**config.mk**
```make
export PLATFORM = sky130hd
export DESIGN_NAME = grc_div
export DESIGN_NICKNAME = d
export VERILOG_FILES = /design/src/hdl/grc_pkg.sv /design/src/hdl/grc_div.sv
export SDC_FILE = /design/constraint.sdc
export NUM_CORES = 1
export LEC_CHECK = 0
export BUFFER_PORTS_ARGS = -buffer_cell sky130_fd_sc_hd__buf_2
export CELL_PAD_IN_SITES_DETAIL_PLACEMENT = 0
export CELL_PAD_IN_SITES_GLOBAL_PLACEMENT = 1
export CORE_MARGIN = 4
export CORE_UTILIZATION = 40
export DETAILED_ROUTE_END_ITERATION = 10
export GPL_ROUTABILITY_DRIVEN = 0
export PLACE_DENSITY_LB_ADDON = 0.08
export SLEW_MARGIN = 20
export SYNTH_ARGS = -nofsm -noshare
export SYNTH_HDL_FRONTEND = slang
export SYNTH_SLANG_ARGS = --single-unit
export TNS_END_PERCENT = 20
```
**constraint.sdc**
```tcl
create_clock -name clk -period 6.9 [get_ports clk]
set_clock_uncertainty 0.05 [all_clocks]
set_input_delay 0.345 -clock clk [delete_from_list [all_inputs] [get_ports clk]]
set_output_delay 0.345 -clock clk [all_outputs]
set_load 0.05 [all_outputs]
```
**src/hdl/grc_pkg.sv**
```systemverilog
`timescale 1ns / 1ps

package grc_pkg;

	localparam int FRAC_BITS = 16;
	localparam int ONE       = 1 << FRAC_BITS;
	localparam int HALF      = ONE / 2;
	localparam int MAP_DIM   = 64;
	localparam int TILE_W    = $clog2(MAP_DIM);
	localparam int ADDR_W    = 2 * TILE_W;
	localparam int MAP_DEPTH = MAP_DIM * MAP_DIM;
	localparam int CLR_W     = ADDR_W + 1;

	localparam int POS_W  = 22;
	localparam int DIR_W  = 18;
	localparam int MAG_W  = 18;
	localparam int SQ_W   = 2 * MAG_W;
	localparam int LEN_W  = SQ_W / 2;
	localparam int NUM_W  = LEN_W + FRAC_BITS;
	localparam int DIST_W = 36;
	localparam int ACC_W  = DIST_W + MAG_W;
	localparam int M_W    = ACC_W - FRAC_BITS;
	localparam int HIT_W  = 40;
	localparam int CX_W   = HIT_W - FRAC_BITS;
	localparam int OUT_W  = 25;
	localparam int T_W    = 10;
	localparam int EPS_W  = 8;
	localparam int CNT_W  = 8;
	localparam int RD_W   = 3;

	localparam logic [DIST_W-1:0] DIST_MAX = '1;
	localparam logic signed [HIT_W-1:0] OUT_HI = HIT_W'((1 << (OUT_W - 1)) - 1);
	localparam logic signed [HIT_W-1:0] OUT_LO = -HIT_W'(1 << (OUT_W - 1));

	localparam logic [EPS_W-1:0] EPS_RESET  = 8'd1;
	localparam logic [CNT_W-1:0] STEP_RESET = 8'd100;

	// register indexes on the configuration port
	localparam logic REG_EPS  = 1'b0;
	localparam logic REG_STEP = 1'b1;

	// input item kinds
	localparam logic KIND_WRITE = 1'b0;
	localparam logic KIND_CAST  = 1'b1;

	// tile read slots: four corner neighbours, then the entered tile
	localparam logic [RD_W-1:0] RD_C00  = 3'd0;
	localparam logic [RD_W-1:0] RD_C10  = 3'd1;
	localparam logic [RD_W-1:0] RD_C01  = 3'd2;
	localparam logic [RD_W-1:0] RD_C11  = 3'd3;
	localparam logic [RD_W-1:0] RD_TILE = 3'd4;

	typedef enum logic [4:0] {
		S_IDLE,
		S_SQX,
		S_SQY,
		S_SQRT,
		S_DIVX,
		S_DIVY,
		S_INITX,
		S_INITY,
		S_STEP,
		S_MULX,
		S_MULY,
		S_HIT,
		S_RDA,
		S_RDW,
		S_ADV,
		S_FINX,
		S_FINY,
		S_EMIT
	} state_t;

	function automatic logic on_grid(input logic [FRAC_BITS-1:0] f,
			input logic [EPS_W-1:0] eps);
		logic [FRAC_BITS:0] fe;
		logic [FRAC_BITS:0] ee;
		fe = (FRAC_BITS + 1)'(f);
		ee = (FRAC_BITS + 1)'(eps);
		return (fe < ee) || (((FRAC_BITS + 1)'(ONE) - fe) < ee);
	endfunction

	function automatic logic [OUT_W-1:0] sat_out(input logic signed [HIT_W-1:0] v);
		logic signed [HIT_W-1:0] c;
		c = v;
		if (v > OUT_HI) c = OUT_HI;
		if (v < OUT_LO) c = OUT_LO;
		return c[OUT_W-1:0];
	endfunction

endpackage

```
**src/hdl/grc_div.sv**
```systemverilog
`timescale 1ns / 1ps

module grc_div import grc_pkg::*; (
	input  logic             clk,
	input  logic             arst_n,
	input  logic             start,
	input  logic [NUM_W-1:0] num,
	input  logic [MAG_W-1:0] den,
	output logic             done,
	output logic [NUM_W-1:0] quo
);

	localparam int DC_W = $clog2(NUM_W);

	logic             busy_q;
	logic             done_q;
	logic [DC_W-1:0]  cnt_q;
	logic [NUM_W-1:0] num_q;
	logic [NUM_W-1:0] quo_q;
	logic [MAG_W-1:0] den_q;
	logic [MAG_W-1:0] rem_q;
	logic [MAG_W:0]   trial;
	logic             ge;

	assign trial = {rem_q, num_q[NUM_W-1]};
	assign ge    = trial >= {1'b0, den_q};
	assign done  = done_q;
	assign quo   = quo_q;

	always_ff @(posedge clk or negedge arst_n) begin
		if (!arst_n) begin
			busy_q <= 1'b0;
			done_q <= 1'b0;
			cnt_q  <= '0;
		end else begin
			done_q <= 1'b0;
			if (start) begin
				busy_q <= 1'b1;
				cnt_q  <= '0;
			end else if (busy_q) begin
				cnt_q <= cnt_q + 1'b1;
				if (cnt_q == DC_W'(NUM_W - 1)) begin
					busy_q <= 1'b0;
					done_q <= 1'b1;
				end
			end
		end
	end

	// one quotient bit a cycle, restoring
	always_ff @(posedge clk) begin
		if (start) begin
			num_q <= num;
			den_q <= den;
			rem_q <= '0;
			quo_q <= '0;
		end else if (busy_q) begin
			num_q <= num_q << 1;
			rem_q <= ge ? MAG_W'(trial - {1'b0, den_q}) : trial[MAG_W-1:0];
			quo_q <= {quo_q[NUM_W-2:0], ge};
		end
	end

endmodule

```
* Yosys cells after proc, flatten, opt, wreduce, memory -nomap -nowiden *
Cells that the tools add are included.

word-level totals
  flip-flop bits (word level) = 112
  bits of input ports = 55
  output and inout port bits = 35
  word-level logic and storage cells = 23

cells by class
  $add $sub $neg = 2
  $lt $le $gt $ge = 1
  equality and inequality tests = 1
  mux-type cells = 11
  reductions and logical operators = 1

operator list
  kind                   count
  $mux W34               2
  $ge A19 B18 Y1         1
  $mux W18               1
  $sub A18 B18 Y18       1
  $mux W6                2
  $add A6 B1 Y6 const B  1
  $eq A6 B6 Y1 const B   1
  $mux W1                6
  $reduce_bool A2 Y1     1

* Depth between registers and ports, before layout *
  depth after elaboration = 4
  gate-level depth with buffers = 10
  depth with buffers taken out = 10

* Worst setup path before layout *
Ideal clock, no wire load.

  path kind = register -> register
  from = register num_q[33]
  to = register rem_q[14]
  setup time = 74 ps
  data arrival time = 2126 ps
  data required time = 6776 ps
  slack = 4649 ps
  cell stages (with the launch flop) = 11
  path buffers = 0
  clock period less this slack = 2251 ps
  path through = edfxtp_1 > inv_1 > ha_1 > inv_1 > fa_1 > a211oi_1 > o211ai_1 > a21boi_0 > a41o_1 > o22ai_1 > o21ai_0

between the ends
  longest elaborated chain between the ends = 2
  elaborated cells between the ends (all ways) = 3
  those cells by class = add/sub: 1; order compare: 1; mux: 1

ends and longest elaborated chain
  element                                             RTL line                      source
  from (decl)                                         grc_div.sv:18                 logic [NUM_W-1:0] num_q;
  from (signal assigned)                              grc_div.sv:53                 num_q <= num;
  from (signal assigned)                              grc_div.sv:58                 num_q <= num_q << 1;
  $sub A18 B18 Y18 or $ge A19 B18 Y1 (tied branches)  grc_div.sv:59, grc_div.sv:26
  $mux W18 *                                          grc_div.sv:59                 rem_q <= ge ? MAG_W'(trial - {1'b0, den_q}) : trial[MAG_W-1:0];
  to (signal assigned)                                grc_div.sv:59
  to (decl)                                           grc_div.sv:21                 logic [MAG_W-1:0] rem_q;

Mark *: on every way between the ends. The rest lies on a longest branch, timed or not.
A chain may end at the register's enable or synchronous reset.

* Worst setup path in the final report *
  from = register den_q[6]
  to = register rem_q[0]

between the ends
  longest elaborated chain between the ends = 2

ends and longest elaborated chain
  element                 RTL line       source
  from (decl)             grc_div.sv:20  logic [MAG_W-1:0] den_q;
  from (signal assigned)  grc_div.sv:54  den_q <= den;
  $ge A19 B18 Y1          grc_div.sv:26  assign ge = trial >= {1'b0, den_q};
  $mux W18                grc_div.sv:59

Every way passes these cells.

==> metrics.md <==
| Metric | Value |
|---|---|
| DIE WIDTH | `125 µm` |
| Comb power frac | `28.9%` |
| Switching Share | `33.8%` |
| CTS Sinks | `~110` |
| Ports | `90` |
| Peak supply drop | `0.000217 V` |
| #FFs+latches synth | `112` |
| Max Clk Rate | `between 300 and 400 MHz` |
| Bufs on Longest Clock Path | `2` |
| Dpl hpwl | `7.92 mm` |
| Die ar. | `roughly 16,000 µm²` |
| Worst rel slew slack | `38.5%` |
| DR DRC count | `0` |
| Slowest cell on the critical path | `a21oi_4` |
| Initial DRC Count | `approximately 210` |
| Worst Hold Class | `in -> reg` |
| Area growth from synthesis to layout | `16.1%` |
| Met2 Usage GRT | `23.0%` |
| Critical path class | `reg -> reg` |
| CP max FO | `25` |
| Post-CTS sizing | `0` |
| Area leader, netlist | `edfxtp_1` |
| Synth Cell Area | `~5400 µm²` |
| Critical path buffer and inverter count | `1` |
| TritonCTS clock tree | `built` |
| First-pass GRT wire length | `about 19 mm` |
| Row count | `42` |
| Critical path arrival | `between 2 and 3 ns` |
| DRT antenna net count | `0` |
| RSZ-0062 raised after global routing | `false` |
| Most numerous cell in the Yosys netlist | `nor2_1` |
| Crit path launch | `den_q[6]$_DFFE_PP_` |
| Post-synth top area share | `between 20 and 30%` |
| Startpoint type of the worst setup path | `flop` |
| Die Ht | `approximately 120 µm` |
| Clock Power Share | `27.7%` |
| TritonCTS Buffers | `9` |
| Largest net degree at the start of global routing | `80` |
| Hold_ws | `roughly 0.11 ns` |
| Vias in the first global route | `~3,700` |
| Grt ovf | `0` |
| Hold buffers post-CTS | `1` |
| Syn Area/Cell | `11.1 µm²` |
| Final setup viols | `0` |
| Max_cap viols | `0` |
| Initial antenna violation count | `1` |
| Syn_nets | `roughly 570` |
| Hold path start | `den[2]` |
| P_leak | `0.00290 µW` |
| Worst-path clk slew | `approximately 0.080 ns` |
| RR Startpoint | `den_q[6]$_DFFE_PP_` |
| Commonest cells in the netlist | `57 x nor2_1, 52 x dfxtp_1, 52 x edfxtp_1, 35 x mux2i_1, 34 x nand2_1` |
| Netlist cell types | `between 60 and 70` |
| CP Data Required Time | `around 7.0 ns` |
| Vias | `3,844` |
| Postcts setup bufs | `0` |
| Max Slew Vio Count | `0` |
| CP top delay family | `compound AO/OA/AOI/OAI gates` |
| CP endpoint kind | `flop` |
| Clk_lat worst skew | `0.36 ns` |
| Mapped Cells | `roughly 490` |
| Met3 Usage GRT | `slightly above 6%` |
| Tot GR Track Use | `~15%` |
| Synth top area cells | `edfxtp_1 29%, dfxtp_1 19%, mux2_2 6.8%, mux2i_1 6.4%, ha_1 4.6%` |
| Nets | `~640` |
| Drt pass-1 iters | `4` |
| PwrDens | `~300 nW/µm²` |
| Final Hold Violating Endpoints | `0` |
| Final wirelength | `11.5 mm` |
| WL/cell | `roughly 15 µm` |
| Period utilization | `between 40% and 50%` |
| Core footprint | `roughly 13,000 µm²` |
| Post-synth EDFFs | `52` |
| GRT Max-Usage Layer | `met2` |
| Pint | `1250 µW` |
| Sequential Power Share | `43.4%` |
| Switching Power | `640 µW` |
| Asr flop ratio synth | `a little over 7%` |
| Initial Util | `40.9%` |
| TNS Setup | `0 ns` |
| Worst-margin pin slew | `0.923 ns` |
| PortBufs | `roughly 90` |
| Min cycle time layout | `between 2 and 3 ns` |
| Worst-path cell chain | `inv_1 > ha_1 > o211ai_1 > nor2_1 > o211ai_2 > a21oi_4 > or2_1 > a311oi_1` |
| H-tree depth | `3` |
| Sequential fraction of the synthesis area | `51.6%` |
| Routed vias/inst | `5.13` |
| Main flop type after synthesis | `edfxtp_1` |
| Status | `completed` |
| CP max stage delay | `approximately 0.58 ns` |
| Clk root buf | `clkbuf_16` |
| GR Layer Usage met1 | `a little under a fifth` |
| YS warnings | `0` |
| Share of cells above drive strength 1 | `a little over a quarter` |
| Diode count | `0` |
| Reg2Reg Setup Slack | `~4.1 ns` |
[cell families after synthesis]
family / share of synthesized area [%]
AND/OR/NAND/NOR: 10.6
flip-flops: 51.6
AO/OA/AOI/OAI: 12.9
multiplexers: 13.3
buffers and inverters: 4.14
adder cells (fa/ha/maj): 4.97
XOR/XNOR: 2.58
[worst reg2reg max path, cell delays in order (launching register included)]
cell and delay [ns]:
edfxtp_1 0.32, inv_1 0.04, ha_1 0.46, o211ai_1 0.12, nor2_1 0.28, o211ai_2 0.22
a21oi_4 0.58, or2_1 0.45, a311oi_1 0.15
[placed cells by master (no fill, tap or decap), types with 3 or more instances in the layout]
cell	instances
xnor2_1	8
xor2_1	8
nor3_1	3
dfxtp_1	52
inv_8	3
a211oi_1	3
o31a_1	6
buf_2	88
edfxtp_1	52
o211ai_1	12
mux2i_1	35
o21ai_0	12
nor4_1	3
dfrtp_1	7
clkbuf_16	9
nand4_1	6
buf_4	4
nand2b_1	3
inv_1	26
ha_1	20
a311oi_1	4
nor2_1	57
or3_1	4
nand2_1	34
o311a_1	4
o31ai_1	6
mux2_2	33
o21ai_1	3
a21oi_1	19
a21o_1	3
[sequential cells by signal, summed over array words and instances (netlist names)]
signal  cells
busy_q      1
cnt_q       6
den_q      18
done        1
num_q      34
quo        34
rem_q      18
[layout make-up]
class,count,area [µm²]
fill,1272,6980
clock buffer,9,225
inverter,27,101
timing repair buffer,93,480
sequential,112,2800
tap,176,220
clock inverter,7,72.6
multi-input combinational,325,2410
[per-layer routing]
layer	vias up	wire length (µm)	part of all wire [%]
met5	-	13	0.11
met3	17	769	6.7
met2	90	5190	45
met1	1796	5280	46
li1	1939	-	-
met4	2	213	1.9
[through the flow]
stage	worst slack [ns]	cells	power, µW	utilization (%)	area (µm²)
2_1_floorplan	4.65	491	1250	-	5440
3_3_place_gp	4.06	732	1380	45.2	6000
3_5_place_dp	4.06	732	1380	45.2	6000
4_1_cts	4.05	749	1910	47.5	6310
5_1_grt	3.85	749	2010	47.5	6310
6_report	4.05	749	1890	47.5	6310
[worst paths after layout]
check,end,depth (start not counted)
setup / recovery,rem_q[0]$_SDFFE_PP0P_,8
max in group asynchronous,busy_q$_DFF_PN0_,2
hold / removal,den_q[2]$_DFFE_PP_,1
hold reg to reg,quo[33]$_SDFFE_PP0P_,2
setup reg to reg,rem_q[0]$_SDFFE_PP0P_,8
min in group asynchronous,cnt_q[0]$_DFFE_PN0P_,2
[power by group through the flow]
stage / registers, µW / logic (µW) / clock network, µW
4_1_cts: 822 / 548 / 544
3_3_place_gp: 836 / 546 / 0
6_report: 821 / 547 / 523
3_5_place_dp: 836 / 544 / 0
2_1_floorplan: 831 / 421 / 0
5_1_grt: 830 / 607 / 569
Power figures use the tool's default switching activity.
